==> src/design/clbw_pkg.sv <==
package clbw_pkg;

    typedef struct packed {
        logic [1:0] req_type;
        logic [7:0] data_byte;
        logic [7:0] column;
        logic [1:0] row;
    } in_beat_t;

    typedef struct packed {
        logic       reg_select;
        logic [7:0] bus_value;
        logic       last;
    } out_beat_t;

    typedef struct packed {
        logic load;
        logic tmr_start;
        logic push;
        logic advance;
    } clbw_cmd_t;

    typedef struct packed {
        logic tmr_done;
        logic out_free;
        logic last_strobe;
    } clbw_stat_t;

    localparam logic [1:0] REQ_INIT   = 2'd0;
    localparam logic [1:0] REQ_CMD    = 2'd1;
    localparam logic [1:0] REQ_CHAR   = 2'd2;
    localparam logic [1:0] REQ_CURSOR = 2'd3;

    localparam logic [1:0] ROW_FIRST  = 2'd0;
    localparam logic [1:0] ROW_SECOND = 2'd1;

    localparam logic [7:0] DDRAM_BASE  = 8'h80;
    localparam logic [7:0] LINE2_OFS   = 8'h40;
    localparam logic [7:0] NIBBLE_MASK = 8'hF0;

    localparam logic [2:0] INIT4_LEN = 3'd6;
    localparam logic [2:0] INIT8_LEN = 3'd4;

    function automatic logic [7:0] init_byte(input logic [2:0] idx, input logic four);
        logic [7:0] b;
        b = 8'h06;
        if (four) begin
            case (idx)
                3'd0:    b = 8'h33;
                3'd1:    b = 8'h32;
                3'd2:    b = 8'h28;
                3'd3:    b = 8'h0E;
                3'd4:    b = 8'h01;
                default: b = 8'h06;
            endcase
        end else begin
            case (idx)
                3'd0:    b = 8'h38;
                3'd1:    b = 8'h0E;
                3'd2:    b = 8'h01;
                default: b = 8'h06;
            endcase
        end
        return b;
    endfunction

endpackage

==> src/design/clbw_datapath.sv <==
module clbw_datapath #(
    parameter int ENABLE_HOLD_CYCLES = 50000
) (
    input  logic                 aclk,
    input  logic                 aresetn,
    input  logic                 cfg_we,
    input  logic                 cfg_wdata,
    input  clbw_pkg::in_beat_t   s_beat,
    output logic                 m_valid,
    input  logic                 m_ready,
    output clbw_pkg::out_beat_t  m_beat,
    input  clbw_pkg::clbw_cmd_t  cmd,
    output clbw_pkg::clbw_stat_t stat
);

    localparam int TMR_W = $clog2(ENABLE_HOLD_CYCLES + 1);
    localparam logic [TMR_W-1:0] TMR_LOAD = TMR_W'(ENABLE_HOLD_CYCLES - 1);

    logic                mode_reg;
    clbw_pkg::in_beat_t  req_reg;
    logic [2:0]          idx_reg,  idx_next;
    logic                nib_reg,  nib_next;
    logic [TMR_W-1:0]    tmr_reg,  tmr_next;
    logic                m_valid_reg, m_valid_next;
    clbw_pkg::out_beat_t m_beat_reg;

    logic [7:0] cur_byte;
    logic [7:0] strobe_val;
    logic [2:0] byte_cnt;
    logic [7:0] col_ofs;
    logic       last_byte;
    logic       last_strobe;

    always_comb begin
        col_ofs = {4'd0, req_reg.column[3:0]};
        case (req_reg.req_type)
            clbw_pkg::REQ_INIT: begin
                cur_byte = clbw_pkg::init_byte(idx_reg, mode_reg);
                byte_cnt = mode_reg ? clbw_pkg::INIT4_LEN : clbw_pkg::INIT8_LEN;
            end
            clbw_pkg::REQ_CMD, clbw_pkg::REQ_CHAR: begin
                cur_byte = req_reg.data_byte;
                byte_cnt = 3'd1;
            end
            default: begin
                byte_cnt = 3'd1;
                if (req_reg.row == clbw_pkg::ROW_FIRST) begin
                    cur_byte = clbw_pkg::DDRAM_BASE | col_ofs;
                end else if (req_reg.row == clbw_pkg::ROW_SECOND) begin
                    cur_byte = clbw_pkg::DDRAM_BASE | clbw_pkg::LINE2_OFS | col_ofs;
                end else begin
                    cur_byte = clbw_pkg::DDRAM_BASE;
                end
            end
        endcase
        if (!mode_reg) begin
            strobe_val = cur_byte;
        end else if (!nib_reg) begin
            strobe_val = cur_byte & clbw_pkg::NIBBLE_MASK;
        end else begin
            strobe_val = {cur_byte[3:0], 4'd0};
        end
        last_byte   = (idx_reg == byte_cnt - 3'd1);
        last_strobe = last_byte && (!mode_reg || nib_reg);
    end

    always_comb begin
        idx_next = idx_reg;
        nib_next = nib_reg;
        if (cmd.load || (cmd.push && last_strobe)) begin
            idx_next = 3'd0;
            nib_next = 1'b0;
        end else if (cmd.advance) begin
            if (mode_reg && !nib_reg) begin
                nib_next = 1'b1;
            end else begin
                nib_next = 1'b0;
                idx_next = idx_reg + 3'd1;
            end
        end
        if (cmd.tmr_start) begin
            tmr_next = TMR_LOAD;
        end else if (tmr_reg != '0) begin
            tmr_next = tmr_reg - TMR_W'(1);
        end else begin
            tmr_next = tmr_reg;
        end
        m_valid_next = m_valid_reg;
        if (cmd.push) begin
            m_valid_next = 1'b1;
        end else if (m_ready) begin
            m_valid_next = 1'b0;
        end
    end

    always_ff @(posedge aclk) begin
        if (!aresetn) begin
            mode_reg    <= 1'b1;
            idx_reg     <= 3'd0;
            nib_reg     <= 1'b0;
            tmr_reg     <= '0;
            m_valid_reg <= 1'b0;
            req_reg     <= '0;
        end else begin
            if (cfg_we) begin
                mode_reg <= cfg_wdata;
            end
            idx_reg     <= idx_next;
            nib_reg     <= nib_next;
            tmr_reg     <= tmr_next;
            m_valid_reg <= m_valid_next;
            if (cmd.load) begin
                req_reg <= s_beat;
            end
        end
    end

    always_ff @(posedge aclk) begin
        if (cmd.push) begin
            m_beat_reg.reg_select <= (req_reg.req_type == clbw_pkg::REQ_CHAR);
            m_beat_reg.bus_value  <= strobe_val;
            m_beat_reg.last       <= last_strobe;
        end
    end

    assign m_valid          = m_valid_reg;
    assign m_beat           = m_beat_reg;
    assign stat.tmr_done    = (tmr_reg == '0);
    assign stat.out_free    = !m_valid_reg || m_ready;
    assign stat.last_strobe = last_strobe;

    a_idx_in_range: assert property (@(posedge aclk) disable iff (!aresetn)
        idx_reg < byte_cnt)
        else $error("byte index past end of request");

    a_nib_only_four: assert property (@(posedge aclk) disable iff (!aresetn)
        nib_reg |-> mode_reg)
        else $error("low nibble pending in 8-bit mode");

    a_last_push: assert property (@(posedge aclk) disable iff (!aresetn)
        (cmd.push && last_strobe) |=> (m_valid && m_beat.last && idx_reg == 3'd0))
        else $error("final strobe not flagged or index not cleared");

endmodule

==> src/design/clbw_ctrl.sv <==
module clbw_ctrl (
    input  logic                 aclk,
    input  logic                 aresetn,
    input  logic                 s_valid,
    output logic                 s_ready,
    input  clbw_pkg::clbw_stat_t stat,
    output clbw_pkg::clbw_cmd_t  cmd
);

    localparam logic [1:0] ST_IDLE = 2'd0;
    localparam logic [1:0] ST_HI   = 2'd1;
    localparam logic [1:0] ST_LO   = 2'd2;
    localparam logic [1:0] ST_EMIT = 2'd3;

    logic [1:0] state_reg, state_next;

    always_comb begin
        state_next = state_reg;
        cmd        = '0;
        s_ready    = 1'b0;
        case (state_reg)
            ST_IDLE: begin
                s_ready = 1'b1;
                if (s_valid) begin
                    cmd.load      = 1'b1;
                    cmd.tmr_start = 1'b1;
                    state_next    = ST_HI;
                end
            end
            ST_HI: begin
                if (stat.tmr_done) begin
                    cmd.tmr_start = 1'b1;
                    state_next    = ST_LO;
                end
            end
            ST_LO: begin
                if (stat.tmr_done) begin
                    state_next = ST_EMIT;
                end
            end
            ST_EMIT: begin
                if (stat.out_free) begin
                    cmd.push = 1'b1;
                    if (stat.last_strobe) begin
                        state_next = ST_IDLE;
                    end else begin
                        cmd.advance   = 1'b1;
                        cmd.tmr_start = 1'b1;
                        state_next    = ST_HI;
                    end
                end
            end
            default: begin
                state_next = ST_IDLE;
            end
        endcase
    end

    always_ff @(posedge aclk) begin
        if (!aresetn) begin
            state_reg <= ST_IDLE;
        end else begin
            state_reg <= state_next;
        end
    end

    a_accept_starts: assert property (@(posedge aclk) disable iff (!aresetn)
        (s_valid && s_ready) |=> state_reg == ST_HI)
        else $error("accepted beat did not start a strobe");

    a_lo_after_hi: assert property (@(posedge aclk) disable iff (!aresetn)
        (state_reg == ST_LO && $past(state_reg) != ST_LO) |-> $past(state_reg) == ST_HI)
        else $error("enable low phase entered without high phase");

    a_next_strobe: assert property (@(posedge aclk) disable iff (!aresetn)
        (state_reg == ST_EMIT && stat.out_free && !stat.last_strobe) |=> state_reg == ST_HI)
        else $error("next strobe not started");

endmodule

==> src/design/char_lcd_bus_writer_top.sv <==
// Each strobe steps through enable high, enable low and result push, with both enable phases
// timed by the single hold timer; a request holds the input not ready until its last strobe
// is pushed. One request is in flight at a time; 4-bit init is 12 strobes, 8-bit init 4.
// A stalled result beat holds the writer in its push step until taken.
// Reset (aresetn low, synchronous) clears the controller and output valid, and sets 4-bit mode.
module char_lcd_bus_writer_top #(
    parameter int ENABLE_HOLD_CYCLES = 50000
) (
    input  logic                aclk,
    input  logic                aresetn,
    input  logic                cfg_we,
    input  logic                cfg_wdata,
    input  logic                s_valid,
    output logic                s_ready,
    input  clbw_pkg::in_beat_t  s_beat,
    output logic                m_valid,
    input  logic                m_ready,
    output clbw_pkg::out_beat_t m_beat
);

    clbw_pkg::clbw_cmd_t  cmd;
    clbw_pkg::clbw_stat_t stat;

    clbw_ctrl u_ctrl (
        .aclk    (aclk),
        .aresetn (aresetn),
        .s_valid (s_valid),
        .s_ready (s_ready),
        .stat    (stat),
        .cmd     (cmd)
    );

    clbw_datapath #(
        .ENABLE_HOLD_CYCLES (ENABLE_HOLD_CYCLES)
    ) u_datapath (
        .aclk      (aclk),
        .aresetn   (aresetn),
        .cfg_we    (cfg_we),
        .cfg_wdata (cfg_wdata),
        .s_beat    (s_beat),
        .m_valid   (m_valid),
        .m_ready   (m_ready),
        .m_beat    (m_beat),
        .cmd       (cmd),
        .stat      (stat)
    );

endmodule

==> config.mk <==
export PLATFORM = sky130hd
export DESIGN_NAME = char_lcd_bus_writer_top
export DESIGN_NICKNAME = d
export VERILOG_FILES = /design/src/design/clbw_pkg.sv /design/src/design/clbw_datapath.sv /design/src/design/clbw_ctrl.sv /design/src/design/char_lcd_bus_writer_top.sv
export SDC_FILE = /design/constraint.sdc
export NUM_CORES = 1
export LEC_CHECK = 0
export ABC_AREA = 1
export BUFFER_PORTS_ARGS = -buffer_cell sky130_fd_sc_hd__buf_2
export CORE_ASPECT_RATIO = 0.6
export CORE_MARGIN = 5
export CORE_UTILIZATION = 62
export CTS_CLUSTER_DIAMETER = 60
export DETAILED_ROUTE_END_ITERATION = 12
export PLACE_DENSITY_LB_ADDON = 0.1
export SLEW_MARGIN = 10
export SYNTH_ARGS = -nofsm -noshare
export SYNTH_HDL_FRONTEND = slang
export SYNTH_HIERARCHICAL = 1
export SYNTH_SLANG_ARGS = --single-unit
==> constraint.sdc <==
create_clock -name aclk -period 3.8 [get_ports aclk]
set_clock_uncertainty 0.2 [all_clocks]
set_input_delay 0.19 -clock aclk [delete_from_list [all_inputs] [get_ports aclk]]
set_output_delay 0.19 -clock aclk [all_outputs]
set_load 0.01 [all_outputs]
==> impl_results.md, run 1 <==
* Status: completed
* Worst-skew pair later-pin latency at 0.31 ns
* Total detailed-routing wirelength at 6.89 mm
* DRT iter0 DRCs at 206
* Max-slew headroom at 63.4%
* Worst hold start: aresetn
* Share of layout cells above drive strength 1 at between 10% and 20%
* Synth warn at 6
* Worst Hold End: u_datapath/tmr_reg[1]
* Area contributors post-synth: dfxtp_1 (29%), edfxtp_1 (11%), nand2_1 (10%)
* WL/cell at 14.1 µm
* Worst-margin pin slew at approximately 0.55 ns
* Die Span X at roughly 96 µm
* Metal2 WL at 2.66 mm
* Maximum fanout along the worst path at 10
* # rows at 18
* Max-cap violations at 0
* Vias in the first global route at 2253
* Core Area at 4210 µm²
* Sequential cell area at approximately 1100 µm²
* Chip height at 61.7 µm
* RSZ-0062 raised after global routing: no
* Top sig layer: met4
* Synth Instances at approximately 380
* TritonCTS clock tree: built
* Diode count at 0
* Number of fill cells at 326
* CTS Root Cell: clkbuf_8
* CP Data Required Time at 3.80 ns
* P_leak at 1.54 nW
* Port Buffers at 33
* Clock buffers created by TritonCTS at 5
* Seq cells post-synth at 50
* Multi-input logic area at 1450 µm²
* Largest area contributor in the netlist: dfxtp_1
* Number of distinct library cells after synthesis at 36
* Setup crit start kind: register
* Initial core utilization at 65.7%
* Initial antenna violation count at 0
* Vias at between 2000 and 3000
* Synthesized area per cell at 7.36 µm²
* I/O Pins at 38
* Worst reg2reg path startpoint: u_datapath/req_reg[18]
* Global-route wire length before repair at 11.1 mm
* Setup TNS at 0 ns
* Ys async rst share at 0%
* Max reg flops at 16
* GRT Util Overall at about 25%
* Largest net degree at the start of global routing at 24
* Peak VDD IR at 0.000525 V
* Synth top area share at around 29%
* Pwr dens at about 700 nW/µm²
* Seq/Total Area, Yosys at 39.8%
* Setup crit end kind: register
* Post-DRT Antenna Nets at 0
* # resized after CTS at 0
* Die area at between 5000 and 6000 µm²
* Post-CTS Setup Bufs at 0
* Worst reg-to-reg path cell count at 13
* Endpoints failing setup at 0
* Number of remaining DRC errors at 0
* Area grow syn2layout at 17.8%
* Number of synthesized flops with an enable pin at 10
* Hold Path Stages at 3
* Worst reg-to-reg setup slack at 0.89 ns
* Period minus WS final at between 2 and 3 ns
* Clock sinks at 50
* Reg2reg end: u_datapath/tmr_reg[7]
* Main flop type after synthesis: dfxtp_1
* Dpl hpwl at 4.97 mm
* Layout Nets at approximately 470
* CTS H-tree depth at 2
* Peak Freq at 343 MHz
* Clock Tree Buf Depth at 2
* Routed wl met3 at 843 µm
* Arr. time, crit path at just under 3 ns
* HP Class: primary input to register
* Global route total overflow at 0
* Post-route core utilization at between 70% and 80%
* DRT Pass-1 Iters at 7
* Clock-pin slew on the worst setup and hold paths at 0.10 ns
* DRT met1 WL at around 3.3 mm
* Slew Viols, Final at 0
* Final Hold Viols at 0
* Mapped cell area at 2770 µm²
* CP Class: register to register
* Syn nets at 417
* Tcrit/Tclk final at 76.7%
* Via density at about 5.4
* RD Place Congestion at 0.959
## through the flow
| stage | setup WS (ns) | std cells | hold slack [ns] | total power [mW] | cell area (µm²) |
|---|---|---|---|---|---|
| 2_1_floorplan | 1.42 | 376 | 0.0904 | 1.61 | 2770 |
| 3_3_place_gp | 1.04 | 460 | 0.190 | 1.82 | 2960 |
| 3_5_place_dp | 0.956 | 460 | 0.202 | 1.84 | 2960 |
| 4_1_cts | 0.925 | 487 | 0.0814 | 2.22 | 3260 |
| 5_1_grt | 0.592 | 487 | 0.100 | 2.41 | 3260 |
| 6_report | 0.886 | 487 | 0.0952 | 2.24 | 3260 |
## Yosys cell counts, types with 4 or more instances
| library cell | instances |
|---|---|
| a31oi_1 | 4 |
| nand2_1 | 77 |
| inv_1 | 37 |
| nand2_2 | 7 |
| nor3_2 | 5 |
| edfxtp_1 | 10 |
| xor2_1 | 7 |
| a21oi_1 | 22 |
| clkbuf_1 | 4 |
| ha_1 | 15 |
| o21ai_0 | 24 |
| nand3_1 | 20 |
| nor2_2 | 8 |
| nor2_1 | 60 |
| dfxtp_1 | 40 |
| inv_2 | 4 |
## power by group
group | switching, mW | internal, mW
clock network | 0.187 | 0.171
logic | 0.690 | 0.375
registers | 0.123 | 0.690
total | 1.00 | 1.24
## logic make-up after synthesis
group           Yosys count  synth area share [%]
fa+ha+maj                15                  6.78
xor+xnor                  9                  2.85
buf+inv                  53                  7.64
simple gates            189                  31.1
compound gates           60                  11.9
flops                    50                  39.8
## cells in the final DEF, fill, tap and decap left out, drive strengths merged, types with 2 or more instances in the layout
cell,synthesis,layout
dfxtp,40,40
ha,15,15
clkinv,3,4
edfxtp,10,10
inv,41,42
buf,5,33
a31oi,4,4
nor3,5,5
nand3,21,21
nand2,84,84
o21ai,26,26
xnor2,2,2
or2,2,2
clkbuf,4,6
xor2,7,7
dlygate4sd3,0,19
a21oi,24,24
nand4,4,4
nor2,71,71
a22oi,2,2
## area by class of cell
| class | count | area share (%) |
|---|---|---|
| flip-flops and latches | 50 | 33.8 |
| multi-input cells | 273 | 44.6 |
| repair buffers | 52 | 10.9 |
| well taps | 60 | 2.30 |
| clock inverters | 2 | 0.422 |
| inverters | 44 | 5.07 |
| clock buffers | 6 | 2.88 |
## repair_timing
item	4_1_cts	5_1_grt
endpoints found under the hold margin	18	0
endpoints found under the setup margin	0	0
hold buffers	19	0
## layer usage
metal / track usage, % / vias up
met3: 8.66 / 7
met4: 6.68 / 0
met2: 35.5 / 125
met5: 0 / -
met1: 37.1 / 1193
li1: - / 1308
## critical path, cell delays in order, from the launching register on
cell and delay (ns):
dfxtp_1 0.33, inv_1 0.11, ha_1 0.36, nand2_1 0.16
xor2_1 0.19, and3_1 0.20, inv_1 0.07, nand2_1 0.05
inv_1 0.16, a21oi_1 0.06, a21oi_1 0.16, clkinv_1 0.31
nand2_1 0.33, nor2_1 0.09
## worst max path at each step
stage | cells after the start | start | endpoint
after CTS | 13 | u_datapath/req_reg[18] | u_datapath/tmr_reg[7]
after detailed placement | 13 | u_datapath/req_reg[18] | u_datapath/tmr_reg[7]
final | 13 | u_datapath/req_reg[18] | u_datapath/tmr_reg[7]
after global placement | 13 | u_datapath/req_reg[18] | u_datapath/tmr_reg[4]
after global routing | 13 | u_datapath/req_reg[18] | u_datapath/tmr_reg[7]
after floorplan | 15 | u_datapath/req_reg[18] | u_datapath/tmr_reg[4]
(Power assumes the default switching activity.)
==> run 2: changes to the inputs <==
Settings changed: CORE_UTILIZATION 62 to 52.
Clock period 3.8 ns to 2.42 ns, I/O delays scaled along.
==> run 2 against run 1 <==
Against the previous run: setup slack worse by 0.74 ns; via count grew 2.8%; non-clock buffer count is 17 higher; sequential share of layout area is 1.7 points lower; global-route usage shrank 3.6 points; hold slack got worse by 0.054 ns; utilization decreased by 10 points; design area increased by 5.5%; die area grew 17%; largest power group unchanged.
==> impl_results.md, run 2 (synthesis results as in run 1) <==
* Status: completed
* Worst path most repeated cell: inv_1
* Setup crit start kind: register
* Worst-margin pin slew at 0.516 ns (-0.0294 ns)
* DRT iter0 DRCs at 223 (+8.3%)
* HP Class: primary input to register
* Cell Chain, Critical Path: inv_1 -> ha_4 -> nand2_1 -> xor2_1 -> and3_1 -> inv_1 -> nand2_1 -> inv_1 -> a21oi_2 -> a21oi_2 -> inv_2 -> buf_4 -> nand3_1 -> nand2_1 -> inv_1
* Number of remaining DRC errors at 0 (unchanged)
* Post-DRT Antenna Nets at 0 (unchanged)
* Max-cap violations at 0 (unchanged)
* Slew Viols, Final at 0 (unchanged)
* Multi-input logic area at 1490 µm² (+2.3%)
* Worst Hold End: u_ctrl/state_reg[0]
* Area grow syn2layout at 24.2%
* Final Hold Viols at 0 (unchanged)
* CP Data Required Time at 2.44 ns (-1.36 ns)
* Sequential cell area at 1100 µm² (unchanged)
* I/O Pins at 38 (unchanged)
* Worst reg2reg path startpoint: u_datapath/req_reg[19]
* Sw Pwr at 1.63 mW (+63%)
* Flop pwr share at 34.1% (-2.3 points)
* CTS Root Cell: clkbuf_8
* Worst hold start: aresetn
* Internal cell power at 2.11 mW (+71%)
* Tcrit/Tclk final at 94.0% (+17 points)
* RD Place Congestion at 0.924 (-3.7%)
* Post-route core utilization at 67.3% (-10 points)
* Initial core utilization at 54.2% (-11 points)
* Global route total overflow at 0 (unchanged)
* Worst reg-to-reg setup slack at 0.14 ns (-0.74 ns)
* Period minus WS final at 2.28 ns (-0.639 ns)
* Dpl hpwl at 5.22 mm (+5.0%)
* Via density at 5.31 (-1.8%)
* # rows at 20 (+2)
* Setup TNS at 0 ns (unchanged)
* Largest net degree at the start of global routing at 24 (unchanged)
* Sw frac at 43.6% (-1.1 points)
* Die area at 6930 µm² (+17%)
* Setup crit end kind: register
* Vias in the first global route at 2403 (+6.7%)
* Max reg flops at 16 (unchanged)
* Arr. time, crit path at 2.29 ns (-0.63 ns)
* TritonCTS clock tree: built
* CP max stage delay at 0.32 ns (-0.04 ns)
* Max-slew headroom at 65.5% (+2.1 points)
* Vias at 2707 (+2.8%)
* Clock network fraction of total power at 16.1% (about the same)
* Peak Freq at 440 MHz (+28%)
* Most frequent cells in the layout: nand2_1 (76), nor2_1 (59), dfxtp_1 (40)
* Number of fill cells at 460 (+41%)
* Worst-skew pair later-pin latency at 0.31 ns (about the same)
* Global-route wire length before repair at 12.0 mm (+8.1%)
* Core Area at 5100 µm² (+21%)
* Clock Tree Buf Depth at 2 (unchanged)
* Clock buffers created by TritonCTS at 5 (unchanged)
* DRT Pass-1 Iters at 5 (-2)
* Pwr dens at 1090 nW/µm² (+59%)
* Total detailed-routing wirelength at 7.24 mm (+5.1%)
* Layout Nets at 484 (+3.6%)
* Maximum fanout along the worst path at 7 (-3)
* Most common cell after layout, fill and taps aside: nand2_1
* Reg2reg end: u_datapath/tmr_reg[1]
* Hold Path Stages at 3 (unchanged)
* Share of layout cells above drive strength 1 at 22.1% (+5.0 points)
* Diode count at 0 (unchanged)
* P_leak at 1.63 nW (+5.5%)
* WL/cell at 14.2 µm (+0.34%)
* Initial antenna violation count at 0 (unchanged)
* Clock-pin slew on the worst setup and hold paths at 0.10 ns (about the same)
* CP Class: register to register
* Slowest cell on crit path: dfxtp_1
* Comb pwr share at 49.7% (+2.1 points)
* Worst reg-to-reg path cell count at 15 (+2)
* GRT Util Overall at 21.8% (-3.6 points)
* CTS H-tree depth at 2 (unchanged)
* Port Buffers at 33 (unchanged)
* Chip height at 66.5 µm (+7.7%)
* Endpoints failing setup at 0 (unchanged)
* Peak VDD IR at 0.000471 V (-10%)
* Die Span X at 104 µm (+8.2%)
* Clock sinks at 50 (unchanged)
run 2: cell type report:
cell class | instances | area share (%)
Clock buffer | 5 | 2.00
Clock inverter | 3 | 1.27
Inverter | 44 | 4.92
Multi-Input combinational cell | 273 | 43.3
Sequential cell | 50 | 32.0
Tap cell | 66 | 2.40
Timing Repair Buffer | 69 | 14.1
run 2: worst max path at each step:
stage                           start               endpoint  slack (ns)
2_1_floorplan  u_datapath/req_reg[18]  u_datapath/tmr_reg[4]        0.04
3_3_place_gp   u_datapath/req_reg[19]  u_datapath/tmr_reg[4]        0.07
3_5_place_dp   u_datapath/req_reg[18]  u_datapath/tmr_reg[5]        0.01
4_1_cts        u_datapath/req_reg[18]  u_datapath/tmr_reg[3]        0.05
5_1_grt        u_datapath/req_reg[19]  u_datapath/tmr_reg[1]       -0.02
6_report       u_datapath/req_reg[19]  u_datapath/tmr_reg[1]        0.14
run 2: what timing repair did:
action,CTS,global route
cloned,0,0
pin swaps,0,2
endpoints found under the hold margin,18,0
buffers inserted,0,3
endpoints found under the setup margin,8,20
gates resized for setup,2,8
hold buffers,19,0
run 2: critical path: cells and delay by family (launching register included):
kind	cells	cell delay [ns]
XOR/XNOR	1	0.22
adder cells (fa/ha/maj)	1	0.20
AND/OR/NAND/NOR	5	0.49
AO/OA/AOI/OAI	2	0.21
flip-flops	1	0.32
buffers and inverters	6	0.54
run 2: stage by stage:
stage	std cells	power (mW)	hold WS (ns)	area [µm²]	setup slack (ns)
final	510	3.74	0.0413	3440	0.145
after floorplan	376	2.52	0.0214	2770	0.0416
after CTS	507	3.63	0.0304	3380	0.0504
after global routing	510	4.04	0.0664	3440	-0.0208
after detailed placement	480	2.99	0.128	3070	0.0118
after global placement	480	2.94	0.128	3070	0.0676
run 2: power groups by stage:
stage          Clock [mW]  Sequential (mW)  Combinational, mW
2_1_floorplan           0             1.25               1.27
3_3_place_gp            0             1.28               1.66
3_5_place_dp            0             1.29               1.70
4_1_cts             0.612             1.27               1.75
5_1_grt             0.652             1.31               2.08
6_report            0.603             1.28               1.86
run 2: per-layer routing:
| metal | wire [µm] | track usage [%] | vias to the layer above |
|---|---|---|---|
| met5 | 0 | 0 | - |
| met4 | 29 | 5.01 | 0 |
| met3 | 690 | 4.07 | 2 |
| met2 | 2800 | 30.8 | 125 |
| met1 | 3710 | 33.7 | 1240 |
| li1 | - | - | 1340 |
==> run 3: changes to the inputs <==
Settings changed: ABC_AREA 1 to not set.
==> run 3 against run 2 <==
Against the previous run: setup slack lost 0.10 ns; sequential power down 5%; fmax down 4.3%; sequential share of layout area is 0.39 points lower; synthesized area is 0.77% higher; global-route usage fell by 1.8 points; combinational power shrank 21%; first-iteration DRC count decreased by 8.1%; die area grew 0.67%; synthesized cell count shrank 22%.
==> impl_results.md, run 3 <==
* Core Area at 5130 µm² (+0.49%)
* Vias in the first global route at 2343 (-2.5%)
* Synth top area share at 28.7% (-0.22 points)
* Die Span X at 105 µm (+0.35%)
* Layout Nets at 406 (-16%)
* Worst-margin pin slew at 0.449 ns (-0.0671 ns)
* Chip height at 66.7 µm (+0.32%)
* Die area at 6970 µm² (+0.67%)
* Count leader, synth: dfxtp_1
* Max-slew headroom at 70.1% (+4.6 points)
* Most common cell after layout, fill and taps aside: buf_2
* CP Data Required Time at 2.39 ns (-0.05 ns)
* Clock buffers created by TritonCTS at 5 (unchanged)
* HP Class: primary input to register
* Synth Instances at 294 (-22%)
* Setup crit start kind: register
* DRT Pass-1 Iters at 4 (-1)
* Endpoints failing setup at 0 (unchanged)
* Setup crit end kind: register
* Tcrit/Tclk final at 98.3% (+4.2 points)
* WL/cell at 15.6 µm (+9.8%)
* RSZ-0062 raised after global routing: yes
* Seq/Total Area, Yosys at 39.5% (-0.30 points)
* Setup WS pre-CTS at -0.0266 ns (-0.0384 ns)
* Dpl hpwl at 4.83 mm (-7.5%)
* RD Place Congestion at 0.857 (-7.3%)
* Main flop type after synthesis: dfxtp_1
* Area grow syn2layout at 26.5%
* Worst reg2reg path startpoint: u_datapath/req_reg[18]
* Status: completed
* Arr. time, crit path at 2.35 ns (+0.06 ns)
* I/O Pins at 38 (unchanged)
* Vias at 2411 (-11%)
* Number of remaining DRC errors at 0 (unchanged)
* Ys async rst share at 0% (unchanged)
* CTS H-tree depth at 2 (unchanged)
* Initial antenna violation count at 0 (unchanged)
* Diode count at 0 (unchanged)
* Global-route wire length before repair at 11.3 mm (-5.7%)
* Final Power at 3.19 mW (-15%)
* Post-DRT Antenna Nets at 0 (unchanged)
* Max reg flops at 16 (unchanged)
* Worst-skew pair later-pin latency at 0.30 ns (about the same)
* Mapped cell area at 2790 µm² (+0.77%)
* GRT Util Overall at 20.0% (-1.8 points)
* Area contributors post-synth: dfxtp_1 (29%), edfxtp_1 (11%), mux2i_1 (7.2%)
* Largest area contributor in the netlist: dfxtp_1
* Total detailed-routing wirelength at 6.73 mm (-7.0%)
* Clock Tree Buf Depth at 2 (unchanged)
* Syn nets at 335 (-20%)
* Pwr dens at 904 nW/µm² (-17%)
* Number of synthesized flops with an enable pin at 10 (unchanged)
* Placed Cells at 399 (-17%)
* Post-route worst setup slack at 0.0423 ns (-0.103 ns)
* Most frequent cells in the layout: buf_2 (33), dfxtp_1 (32), buf_4 (26)
* Synth warn at 6 (unchanged)
* Period minus WS final at 2.38 ns (+0.103 ns)
* Largest net degree at the start of global routing at 24 (unchanged)
* Commonest cells post-synth: dfxtp_1 (40), mux2i_1 (20), nor2b_1 (20)
* Global route total overflow at 0 (unchanged)
* Clock-pin slew on the worst setup and hold paths at 0.09 ns (about the same)
* Slew Viols, Final at 0 (unchanged)
* # rows at 20 (unchanged)
* CP startpoint: u_datapath/req_reg[18]
* Setup TNS at 0 ns (unchanged)
* P_leak at 1.44 nW (-11%)
* Seq cells post-synth at 50 (unchanged)
* Initial core utilization at 54.3% (+0.15 points)
* Worst hold start: m_ready
* Final Hold Viols at 0 (unchanged)
* Via density at 5.58 (+5.1%)
* Port Buffers at 33 (unchanged)
* CTS Root Cell: clkbuf_8
* CP Class: register to register
* DRT iter0 DRCs at 205 (-8.1%)
* Max-cap violations at 0 (unchanged)
* Maximum fanout along the worst path at 5 (-2)
* Peak Freq at 421 MHz (-4.3%)
* Share of layout cells above drive strength 1 at 26.5% (+4.4 points)
* TritonCTS clock tree: built
* Number of distinct library cells after synthesis at 56 (+56%)
* Clock sinks at 50 (unchanged)
* Fin cells at 432 (-15%)
* Peak VDD IR at 0.000589 V (+25%)
* Synthesized area per cell at 9.48 µm² (+29%)
[run 3: kinds of logic (layout without fill, tap and decap cells)]
family | count (synthesis) | after routing | share of synthesized area, %
mux | 21 | 21 | 7.59
buf+inv | 32 | 104 | 4.58
compound gates | 70 | 70 | 18.0
fa+ha+maj | 15 | 15 | 6.73
xor+xnor | 3 | 3 | 0.943
flops | 50 | 50 | 39.5
simple gates | 103 | 103 | 22.7
[run 3: report_power, final]
part / internal [mW] / switching (mW)
clock: 0.231 / 0.270
sequential: 1.03 / 0.182
combinational: 0.714 / 0.757
total: 1.98 / 1.21
[run 3: repair_timing]
action | in CTS | in global routing
gates resized for setup | 2 | 13
buffers inserted | 0 | 5
gates cloned | 0 | 0
hold buffers | 20 | 0
endpoints found under the setup margin | 1 | 6
endpoints found under the hold margin | 19 | 0
pin swaps | 0 | 4
[run 3: layout make-up]
class / count / area (µm²)
Fill cell: 416 / 1600
Multi-Input combinational cell: 212 / 1610
Clock inverter: 1 / 5.00
Tap cell: 66 / 82.6
Clock buffer: 7 / 86.3
Sequential cell: 50 / 1120
Timing Repair Buffer: 79 / 561
Inverter: 17 / 63.8
[run 3: layer usage]
layer  vias up  wire (µm)  track usage, %
li1       1218          -               -
met1      1129       3480            29.9
met2        62       2760            30.3
met3         2        474            3.48
met4         0         21            3.23
met5         -          0               0
[run 3: final timing paths]
path | to | slack [ns] | cells after the start
worst max-delay path | u_datapath/tmr_reg[14] | 0.04 | 11
worst min register to register | u_datapath/tmr_reg[11] | 0.30 | 2
worst max register to register | u_datapath/tmr_reg[14] | 0.04 | 11
worst min-delay path | u_datapath/m_valid | 0.04 | 3
[run 3: worst max-delay path, cell delays in order (launching register included)]
cell      delay, ns
dfxtp_2        0.35
inv_2          0.05
ha_4           0.17
nor3_2         0.10
nand3_1        0.11
nand2_1        0.11
inv_2          0.04
and2_4         0.14
o21ba_4        0.23
or4b_4         0.48
nor3_2         0.18
a211oi_1       0.08
[run 3: stage by stage]
| stage | hold slack [ns] | util (%) | area [µm²] |
|---|---|---|---|
| floorplan | 0.0494 | - | 2820 |
| global placement | 0.160 | 61.6 | 3160 |
| detailed placement | 0.166 | 61.6 | 3160 |
| CTS | 0.0344 | 67.4 | 3460 |
| global route | 0.0654 | 68.7 | 3530 |
| finish | 0.0439 | 68.7 | 3530 |
